[config.mk]
export PLATFORM = sky130hd
export DESIGN_NAME = rotate_add_chained_block_cipher
export DESIGN_NICKNAME = d
export VERILOG_FILES = /design/src/racbc_pkg.sv /design/src/racbc_ram.sv /design/src/rotate_add_chained_block_cipher.sv
export SDC_FILE = /design/constraint.sdc
export NUM_CORES = 2
export LEC_CHECK = 0
export BUFFER_PORTS_ARGS = -buffer_cell sky130_fd_sc_hd__buf_2
export CELL_PAD_IN_SITES_DETAIL_PLACEMENT = 0
export CELL_PAD_IN_SITES_GLOBAL_PLACEMENT = 2
export CORE_MARGIN = 8
export CORE_UTILIZATION = 29
export DETAILED_ROUTE_END_ITERATION = 6
export PLACE_DENSITY_LB_ADDON = 0.15
export SLEW_MARGIN = 20
export SYNTH_ARGS = -nofsm -noshare
export SYNTH_HDL_FRONTEND = slang
export SYNTH_SLANG_ARGS = --single-unit
export TNS_END_PERCENT = 100
[constraint.sdc]
create_clock -name clk -period 18.1 [get_ports clk]
set_input_delay 3.62 -clock clk [delete_from_list [all_inputs] [get_ports clk]]
set_output_delay 3.62 -clock clk [all_outputs]
set_load 0.01 [all_outputs]
[src/racbc_pkg.sv]
package racbc_pkg;

    localparam int KEY_WORDS = 20;
    localparam int ROUNDS    = KEY_WORDS / 2;
    localparam int KEY_USED  = 2 * ROUNDS;
    localparam int RIDX_W    = (ROUNDS > 1) ? $clog2(ROUNDS) : 1;

    localparam logic [RIDX_W-1:0] FIRST_ROUND = '0;
    localparam logic [RIDX_W-1:0] LAST_ROUND  = RIDX_W'(ROUNDS - 1);

    localparam logic [1:0] CMD_LOAD = 2'd0;
    localparam logic [1:0] CMD_ENC  = 2'd1;
    localparam logic [1:0] CMD_DEC  = 2'd2;
    localparam logic [1:0] CMD_NONE = 2'd3;

    localparam logic [1:0] KIND_BYTE  = 2'd0;
    localparam logic [1:0] KIND_WORD  = 2'd1;
    localparam logic [1:0] KIND_BLOCK = 2'd2;
    localparam logic [1:0] KIND_NONE  = 2'd3;

    localparam int S_DATA_W = 72;
    localparam int S_USER_W = 5;
    localparam int M_DATA_W = 64;
    localparam int M_USER_W = 2;

endpackage

[src/racbc_ram.sv]
module racbc_ram #(
    parameter int WIDTH = 32,
    parameter int DEPTH = 16,
    parameter int AW    = (DEPTH > 1) ? $clog2(DEPTH) : 1
) (
    input  logic             clk,
    input  logic             we,
    input  logic [AW-1:0]    waddr,
    input  logic [WIDTH-1:0] wdata,
    input  logic [AW-1:0]    raddr,
    output logic [WIDTH-1:0] rdata
);

    logic [WIDTH-1:0] mem [DEPTH];
    logic [WIDTH-1:0] rdata_reg;

    always_ff @(posedge clk)
    begin
        if (we)
        begin
            mem[waddr] <= wdata;
        end
        rdata_reg <= mem[raddr];
    end

    assign rdata = rdata_reg;

endmodule

[src/rotate_add_chained_block_cipher.sv]
// Channel | Signals                        | Content
// --------+--------------------------------+----------------------------------------------
// s       | s_tvalid s_tready s_tdata/tuser| command, key index, data, chunk kind, start
// m       | m_tvalid m_tready m_tdata/tuser| result data, result kind
//
// Key load: a transfer is taken whenever the block is idle. Encrypt, and decrypt of a
// block: one round per cycle against the even and odd key banks. Decrypt of a word or
// byte: a forward pass over the odd bank rebuilds the chain sum first. Reset clears
// control and chain state; the key store holds no reset value. A result waits in the
// output register while the next transfer is taken; a finished chunk holds in its
// last step until that register frees.
module rotate_add_chained_block_cipher (
    input  logic                                clk,
    input  logic                                rst_n,
    input  logic                                s_tvalid,
    output logic                                s_tready,
    // [4:0] key_index, [68:5] data_in, [71:69] zero
    input  logic [racbc_pkg::S_DATA_W-1:0]      s_tdata,
    // [1:0] command, [3:2] chunk_kind, [4] start_of_packet
    input  logic [racbc_pkg::S_USER_W-1:0]      s_tuser,
    output logic                                m_tvalid,
    input  logic                                m_tready,
    // [63:0] result_data
    output logic [racbc_pkg::M_DATA_W-1:0]      m_tdata,
    // [1:0] result_kind
    output logic [racbc_pkg::M_USER_W-1:0]      m_tuser
);

    typedef enum logic [1:0] {S_IDLE, S_SUM, S_RUN, S_DONE} state_t;

    function automatic logic [31:0] rol32(input logic [31:0] v, input logic [4:0] n);
        logic [63:0] w;
        w = {v, v} << n;
        return w[63:32];
    endfunction

    function automatic logic [31:0] ror32(input logic [31:0] v, input logic [4:0] n);
        logic [63:0] w;
        w = {v, v} >> n;
        return w[31:0];
    endfunction

    state_t                        state_reg, state_next;
    logic [racbc_pkg::RIDX_W-1:0]  cnt_reg, cnt_next;
    logic                          dec_reg, dec_next;
    logic [1:0]                    kind_reg, kind_next;
    logic [31:0]                   lo_reg, lo_next;
    logic [31:0]                   hi_reg, hi_next;
    logic [31:0]                   acc_reg, acc_next;
    logic [63:0]                   ct_reg, ct_next;
    logic [31:0]                   chain_lower_reg, chain_lower_next;
    logic [31:0]                   chain_upper_reg, chain_upper_next;
    logic                          out_valid_reg, out_valid_next;
    logic [63:0]                   out_data_reg, out_data_next;
    logic [1:0]                    out_kind_reg, out_kind_next;

    logic [1:0]  cmd_in;
    logic [1:0]  kind_in;
    logic        sop_in;
    logic [4:0]  idx_in;
    logic [63:0] data_in;
    logic [5:0]  idx_ext;
    logic        accept;
    logic        is_chunk;
    logic        key_we;
    logic [31:0] ke;
    logic [31:0] ko;
    logic [31:0] cl;
    logic [31:0] cu;

    logic [31:0] enc_blk_lo;
    logic [31:0] enc_blk_hi;
    logic [31:0] enc_wrd_lo;
    logic [7:0]  enc_byt_lo;
    logic [31:0] acc_add;
    logic [31:0] dec_blk_hi;
    logic [31:0] dec_blk_lo;
    logic [31:0] acc_sub;
    logic [31:0] dec_wrd_lo;
    logic [7:0]  dec_byt_lo;

    assign cmd_in  = s_tuser[1:0];
    assign kind_in = s_tuser[3:2];
    assign sop_in  = s_tuser[4];
    assign idx_in  = s_tdata[4:0];
    assign data_in = s_tdata[68:5];
    assign idx_ext = {1'b0, idx_in};

    assign s_tready = (state_reg == S_IDLE);
    assign accept   = s_tvalid && s_tready;
    assign is_chunk = ((cmd_in == racbc_pkg::CMD_ENC) || (cmd_in == racbc_pkg::CMD_DEC))
                      && (kind_in != racbc_pkg::KIND_NONE);
    assign key_we   = accept && (cmd_in == racbc_pkg::CMD_LOAD)
                      && ({1'b0, idx_ext} < 7'(racbc_pkg::KEY_USED));

    racbc_ram #(
        .WIDTH (32),
        .DEPTH (racbc_pkg::ROUNDS)
    ) u_even_keys (
        .clk   (clk),
        .we    (key_we && !idx_in[0]),
        .waddr (idx_ext[racbc_pkg::RIDX_W:1]),
        .wdata (data_in[31:0]),
        .raddr (cnt_next),
        .rdata (ke)
    );

    racbc_ram #(
        .WIDTH (32),
        .DEPTH (racbc_pkg::ROUNDS)
    ) u_odd_keys (
        .clk   (clk),
        .we    (key_we && idx_in[0]),
        .waddr (idx_ext[racbc_pkg::RIDX_W:1]),
        .wdata (data_in[31:0]),
        .raddr (cnt_next),
        .rdata (ko)
    );

    assign cl = sop_in ? 32'd0 : chain_lower_reg;
    assign cu = sop_in ? 32'd0 : chain_upper_reg;

    assign enc_blk_lo = rol32(lo_reg + ke, hi_reg[4:0]);
    assign enc_blk_hi = rol32(hi_reg + ko, enc_blk_lo[4:0]);
    assign enc_wrd_lo = rol32(lo_reg + ke, acc_reg[4:0]);
    assign enc_byt_lo = lo_reg[7:0] + ke[7:0] + acc_reg[7:0];
    assign acc_add    = acc_reg + ko;

    assign dec_blk_hi = ror32(hi_reg, lo_reg[4:0]) - ko;
    assign dec_blk_lo = ror32(lo_reg, dec_blk_hi[4:0]) - ke;
    assign acc_sub    = acc_reg - ko;
    assign dec_wrd_lo = ror32(lo_reg, acc_sub[4:0]) - ke;
    assign dec_byt_lo = lo_reg[7:0] - (ke[7:0] + acc_sub[7:0]);

    always_comb
    begin
        state_next       = state_reg;
        cnt_next         = cnt_reg;
        dec_next         = dec_reg;
        kind_next        = kind_reg;
        lo_next          = lo_reg;
        hi_next          = hi_reg;
        acc_next         = acc_reg;
        ct_next          = ct_reg;
        chain_lower_next = chain_lower_reg;
        chain_upper_next = chain_upper_reg;
        out_valid_next   = out_valid_reg && !m_tready;
        out_data_next    = out_data_reg;
        out_kind_next    = out_kind_reg;

        case (state_reg)
            S_IDLE:
            begin
                if (accept && is_chunk)
                begin
                    chain_lower_next = cl;
                    chain_upper_next = cu;
                    dec_next  = (cmd_in == racbc_pkg::CMD_DEC);
                    kind_next = kind_in;
                    ct_next   = data_in;
                    acc_next  = cu;
                    if (cmd_in == racbc_pkg::CMD_DEC)
                    begin
                        lo_next = data_in[31:0];
                        hi_next = data_in[63:32];
                    end
                    else
                    begin
                        lo_next = data_in[31:0] ^ cl;
                        hi_next = data_in[63:32] ^ cu;
                    end
                    if (kind_in == racbc_pkg::KIND_BYTE)
                    begin
                        lo_next = {24'd0, lo_next[7:0]};
                    end
                    if ((cmd_in == racbc_pkg::CMD_DEC) && (kind_in != racbc_pkg::KIND_BLOCK))
                    begin
                        state_next = S_SUM;
                        cnt_next   = racbc_pkg::FIRST_ROUND;
                    end
                    else if (cmd_in == racbc_pkg::CMD_DEC)
                    begin
                        state_next = S_RUN;
                        cnt_next   = racbc_pkg::LAST_ROUND;
                    end
                    else
                    begin
                        state_next = S_RUN;
                        cnt_next   = racbc_pkg::FIRST_ROUND;
                    end
                end
            end
            S_SUM:
            begin
                acc_next = acc_add;
                if (cnt_reg == racbc_pkg::LAST_ROUND)
                begin
                    chain_upper_next = acc_add;
                    state_next       = S_RUN;
                end
                else
                begin
                    cnt_next = cnt_reg + 1'b1;
                end
            end
            S_RUN:
            begin
                if (dec_reg)
                begin
                    case (kind_reg)
                        racbc_pkg::KIND_BLOCK:
                        begin
                            lo_next = dec_blk_lo;
                            hi_next = dec_blk_hi;
                        end
                        racbc_pkg::KIND_WORD:
                        begin
                            lo_next  = dec_wrd_lo;
                            acc_next = acc_sub;
                        end
                        default:
                        begin
                            lo_next  = {24'd0, dec_byt_lo};
                            acc_next = acc_sub;
                        end
                    endcase
                    if (cnt_reg == racbc_pkg::FIRST_ROUND)
                    begin
                        state_next = S_DONE;
                    end
                    else
                    begin
                        cnt_next = cnt_reg - 1'b1;
                    end
                end
                else
                begin
                    case (kind_reg)
                        racbc_pkg::KIND_BLOCK:
                        begin
                            lo_next = enc_blk_lo;
                            hi_next = enc_blk_hi;
                        end
                        racbc_pkg::KIND_WORD:
                        begin
                            lo_next  = enc_wrd_lo;
                            acc_next = acc_add;
                        end
                        default:
                        begin
                            lo_next  = {24'd0, enc_byt_lo};
                            acc_next = acc_add;
                        end
                    endcase
                    if (cnt_reg == racbc_pkg::LAST_ROUND)
                    begin
                        state_next = S_DONE;
                    end
                    else
                    begin
                        cnt_next = cnt_reg + 1'b1;
                    end
                end
            end
            S_DONE:
            begin
                if (!out_valid_reg || m_tready)
                begin
                    out_valid_next = 1'b1;
                    out_kind_next  = kind_reg;
                    state_next     = S_IDLE;
                    if (dec_reg)
                    begin
                        case (kind_reg)
                            racbc_pkg::KIND_BLOCK:
                            begin
                                out_data_next    = {hi_reg ^ chain_upper_reg,
                                                    lo_reg ^ chain_lower_reg};
                                chain_lower_next = ct_reg[31:0];
                                chain_upper_next = ct_reg[63:32];
                            end
                            racbc_pkg::KIND_WORD:
                            begin
                                out_data_next    = {32'd0, lo_reg ^ chain_lower_reg};
                                chain_lower_next = ct_reg[31:0];
                            end
                            default:
                            begin
                                out_data_next    = {56'd0, lo_reg[7:0] ^ chain_lower_reg[7:0]};
                                chain_lower_next = {24'd0, ct_reg[7:0]};
                            end
                        endcase
                    end
                    else
                    begin
                        chain_lower_next = lo_reg;
                        if (kind_reg == racbc_pkg::KIND_BLOCK)
                        begin
                            out_data_next    = {hi_reg, lo_reg};
                            chain_upper_next = hi_reg;
                        end
                        else
                        begin
                            out_data_next    = {32'd0, lo_reg};
                            chain_upper_next = acc_reg;
                        end
                    end
                end
            end
            default:
            begin
                state_next = S_IDLE;
            end
        endcase
    end

    always_ff @(posedge clk or negedge rst_n)
    begin
        if (!rst_n)
        begin
            state_reg       <= S_IDLE;
            cnt_reg         <= '0;
            dec_reg         <= 1'b0;
            kind_reg        <= '0;
            lo_reg          <= '0;
            hi_reg          <= '0;
            acc_reg         <= '0;
            ct_reg          <= '0;
            out_valid_reg   <= 1'b0;
            out_data_reg    <= '0;
            out_kind_reg    <= '0;
            chain_lower_reg <= 32'd0;
            chain_upper_reg <= 32'd0;
        end
        else
        begin
            state_reg       <= state_next;
            cnt_reg         <= cnt_next;
            dec_reg         <= dec_next;
            kind_reg        <= kind_next;
            lo_reg          <= lo_next;
            hi_reg          <= hi_next;
            acc_reg         <= acc_next;
            ct_reg          <= ct_next;
            out_valid_reg   <= out_valid_next;
            out_data_reg    <= out_data_next;
            out_kind_reg    <= out_kind_next;
            chain_lower_reg <= chain_lower_next;
            chain_upper_reg <= chain_upper_next;
        end
    end

    assign m_tvalid = out_valid_reg;
    assign m_tdata  = out_data_reg;
    assign m_tuser  = out_kind_reg;

endmodule

==> impl_metrics.prom <==
# TYPE chip_impl_metric gauge
chip_impl_metric{name="die_height",unit="um"} 482
chip_impl_metric{name="setup_tns",unit="ps"} 0
chip_impl_metric{name="required_time_reported_for_the_critical_path_endpoint",unit="ps"} 18750
chip_impl_info{name="cts_root_buf",value="sky130_fd_sc_hd__clkbuf_16"} 1
chip_impl_metric{name="cts_hold_repair.buffers",unit=""} 0
chip_impl_metric{name="cts.repair_timing.setup_buffer_count",unit=""} 0
chip_impl_info{name="largest_registers",value="u_even_keys.mem x320, u_odd_keys.mem x320"} 1
chip_impl_metric{name="rows",unit=""} 171
chip_impl_metric{name="cpPeakStageDelay",unit="ps"} 790
chip_impl_metric{name="globalRouteOverflowTotal",unit=""} 0
chip_impl_metric{name="maximum_number_of_pins_on_one_net_before_global_route_repair",unit=""} 124
chip_impl_info{name="worst_path_max_delay_cell",value="sky130_fd_sc_hd__a2111oi_0"} 1
chip_impl_metric{name="maximum_fanout_along_the_worst_path",unit=""} 32
chip_impl_metric{name="final.min_clock_period",unit="ps"} 9920
chip_impl_metric{name="grt_first_pass_wirelength",unit="um"} 378000
chip_impl_info{name="criticalPathCategory",value="reg2reg"} 1
chip_impl_metric{name="netlist_area",unit="sq mm"} 0.0630
chip_impl_metric{name="ys_async_sr_fraction",unit="%"} 29.9
chip_impl_info{name="grt_setup_unrepaired",value="no"} 1
chip_impl_info{name="synth_ff_type",value="sky130_fd_sc_hd__edfxtp_1"} 1
chip_impl_metric{name="placedInstanceArea",unit="sq mm"} 0.0670
chip_impl_metric{name="grt_pass1_vias",unit=""} 49600
chip_impl_metric{name="grt_antenna_before_repair",unit=""} 18
chip_impl_metric{name="clock_skew",unit="ps"} 88.8
chip_impl_metric{name="use_met1",unit="%"} 32.8
chip_impl_metric{name="nets",unit=""} 6739
chip_impl_metric{name="timing.slew.headroom",unit="%"} 18.5
chip_impl_metric{name="worstPathArrival",unit="ps"} 10570
chip_impl_metric{name="min_period_over_period",unit="%"} 54.8
chip_impl_metric{name="initialDrtViolationCount",unit=""} 4227
chip_impl_info{name="tritoncts_clock_tree",value="yes"} 1
chip_impl_metric{name="worstSkewPairLatency",unit="ps"} 800
chip_impl_metric{name="port-buffer-count",unit=""} 145
chip_impl_metric{name="via_count",unit=""} 51600
chip_impl_metric{name="grtUsageTotal",unit="%"} 22.2
chip_impl_metric{name="final_std_cell_area_no_fill",unit="sq mm"} 0.0711
chip_impl_metric{name="avgRoutedWirePerCell",unit="um"} 28.5
chip_impl_metric{name="post_synth_num_cell_types",unit=""} 103
chip_impl_metric{name="core_area",unit="sq mm"} 0.217
chip_impl_metric{name="syn_area_per_cell",unit="sq um"} 9.75
chip_impl_metric{name="postRouteWirelength",unit="um"} 268000
chip_impl_metric{name="detail_route.drc_violations",unit=""} 0
chip_impl_info{name="endpoint_kind",value="flop"} 1
chip_impl_info{name="status",value="complete, no violations"} 1
chip_impl_metric{name="synth_fp_nets",unit=""} 6786
chip_impl_metric{name="yosysWarnings",unit=""} 0
chip_impl_metric{name="postSynthCellCount",unit=""} 6467
chip_impl_metric{name="antenna_left",unit=""} 0
chip_impl_metric{name="post_route_cells_drive_above_1_share",unit="%"} 12.2
chip_impl_metric{name="fp.dieW",unit="um"} 482
chip_impl_metric{name="max_cap_violations",unit=""} 0
chip_impl_metric{name="post_cts_resize_count",unit=""} 0
chip_impl_metric{name="clk_pin_slew_worst_setup_hold_paths",unit="ps"} 70
chip_impl_metric{name="drt_pass1_iterations",unit=""} 5
chip_impl_metric{name="number_of_enable_type_register_cells_in_the_synthesized_netlist",unit=""} 640
chip_impl_metric{name="initial_util",unit="%"} 29.1
chip_impl_metric{name="achievable-frequency",unit="MHz"} 101
chip_impl_metric{name="post_dr_vias_cell",unit=""} 5.50
chip_impl_metric{name="dp.final_hpwl",unit="um"} 187000
chip_impl_metric{name="area_of_the_die",unit="sq mm"} 0.233
chip_impl_metric{name="global_route.usage.met2",unit="%"} 34.2
chip_impl_metric{name="cts.sinks",unit=""} 1004
chip_impl_info{name="timing.critical_path.mode_cell",value="sky130_fd_sc_hd__o21ai_0"} 1
chip_impl_metric{name="htree_num_levels",unit=""} 3
chip_impl_metric{name="cts_buffer_depth",unit=""} 3
chip_impl_metric{name="grtUsageMet3",unit="%"} 2.62
chip_impl_metric{name="design.portCount",unit=""} 149
chip_impl_metric{name="setup_viol",unit=""} 0
chip_impl_info{name="timing.hold.worst.class",value="reg2reg"} 1
chip_impl_metric{name="postSynthRegisterBits",unit=""} 1004
chip_impl_metric{name="hold_violations",unit=""} 0
chip_impl_metric{name="finalMaxSlewViolations",unit=""} 0
chip_impl_metric{name="place_congestion",unit=""} 0.899
chip_impl_metric{name="area_growth",unit="%"} 12.9
chip_impl_info{name="grt.busiest_layer",value="met2"} 1
chip_impl_info{name="startpoint_type",value="flop"} 1
chip_impl_metric{name="cts_made_buffers",unit=""} 119
chip_impl_metric{name="timing_worst_slew_pin_value",unit="ps"} 1190
chip_impl_metric{name="seq_area_frac_synth",unit="%"} 44.4
## worst paths after layout
path	endpoint	slack, ps	start	depth (start not counted)
worst min-delay path	m_tdata[36]	470	m_tdata[36]	2
min in group asynchronous	ct_reg[60]	2890	rst_n	1
worst min register to register	m_tdata[36]	470	m_tdata[36]	2
worst max register to register	lo_reg[31]	8180	lo_reg[1]	33
max in group asynchronous	m_tdata[26]	12900	rst_n	3
worst max-delay path	lo_reg[31]	8180	lo_reg[1]	33
## synthesized netlist by cell type, drive strengths merged, types with 10 or more instances
master | n | area (sq um)
ha | 216 | 2700
buf | 70 | 317
nor3b | 86 | 646
o31ai | 12 | 90.1
a21o | 71 | 533
a221oi | 32 | 293
nor2b | 33 | 206
o21ai | 450 | 2260
a311oi | 140 | 1240
nor3 | 79 | 395
o21a | 27 | 203
inv | 179 | 672
xor2 | 117 | 1020
a211o | 13 | 114
mux2 | 155 | 1750
nor2 | 314 | 1190
a22o | 10 | 87.6
and3 | 88 | 556
mux2i | 418 | 4200
a21oi | 388 | 1940
a22oi | 66 | 495
nand3 | 185 | 926
o22ai | 37 | 231
or3 | 27 | 169
dfxtp | 64 | 1280
and2 | 18 | 113
fa | 22 | 440
nand4 | 22 | 153
nand2 | 1164 | 4370
o211ai | 23 | 186
nand2b | 32 | 200
xnor2 | 131 | 1150
clkbuf | 367 | 1380
a211oi | 39 | 315
edfxtp | 640 | 19200
o21bai | 36 | 270
mux4 | 72 | 1620
or2 | 15 | 93.8
o221ai | 33 | 289
o22a | 12 | 105
a2111oi | 12 | 105
a221o | 20 | 200
dfrtp | 300 | 7510
a31oi | 102 | 638
## final cells by class
type,instances,area [sq um]
Fill cell,22400,145000
Multi-Input combinational cell,4841,33000
Sequential cell,1004,28000
Tap cell,2854,3570
Clock buffer,188,3560
Timing Repair Buffer,269,1700
Inverter,185,704
Clock inverter,37,509
Antenna cell,8,20.0
## routing by layer
metal	vias up	wire (um)
li1	23800	-
met1	26300	130000
met2	1329	118000
met3	268	12200
met4	6	7050
met5	-	41
## critical path, delay by kind of cell, from the launching register on
| kind | cells | cell delay [ps] |
|---|---|---|
| simple gates | 11 | 2020 |
| buf+inv | 3 | 990 |
| mux | 2 | 1100 |
| flops | 1 | 600 |
| compound gates | 13 | 3710 |
| fa+ha+maj | 3 | 1000 |
| xor+xnor | 1 | 330 |
## metrics by stage
step,cells,hold slack (ps),worst slack (ps),util (%)
6_report,9386,469,8180,32.9
2_1_floorplan,6467,472,9060,-
5_1_grt,9380,495,7630,32.8
4_1_cts,9378,480,8200,32.8
3_3_place_gp,9153,461,8220,31.0
3_5_place_dp,9153,468,8240,31.0
## logic make-up (layout without fill, tap and decap cells)
kind of cell	Yosys count	in the layout	synth area share, %
other	0	8	0
buffers and inverters	622	679	3.79
adders and majority gates	238	238	4.99
AOI/OAI and AO/OA	1617	1617	16.6
muxes	645	645	12.0
xor gates and xnor gates	248	248	3.45
DFF	1004	1004	44.4
and+or+nand+nor	2093	2093	14.7
## layout by cell type, fill, tap and decap left out, types with 121 or more instances in the layout
| master | count |
|---|---|
| sky130_fd_sc_hd__a311oi_1 | 138 |
| sky130_fd_sc_hd__nand3_1 | 184 |
| sky130_fd_sc_hd__edfxtp_1 | 640 |
| sky130_fd_sc_hd__inv_1 | 172 |
| sky130_fd_sc_hd__dfrtp_1 | 293 |
| sky130_fd_sc_hd__ha_1 | 210 |
| sky130_fd_sc_hd__xnor2_1 | 131 |
| sky130_fd_sc_hd__buf_2 | 144 |
| sky130_fd_sc_hd__mux2i_1 | 412 |
| sky130_fd_sc_hd__o21ai_0 | 440 |
| sky130_fd_sc_hd__nand2_1 | 1160 |
| sky130_fd_sc_hd__buf_4 | 121 |
| sky130_fd_sc_hd__a21oi_1 | 382 |
| sky130_fd_sc_hd__nor2_1 | 292 |
| sky130_fd_sc_hd__mux2_2 | 153 |
| sky130_fd_sc_hd__clkbuf_16 | 121 |
Power is left out: the tool's default activity adds up to more than one toggle a clock period on the data nets, which glitch-free logic cannot reach.
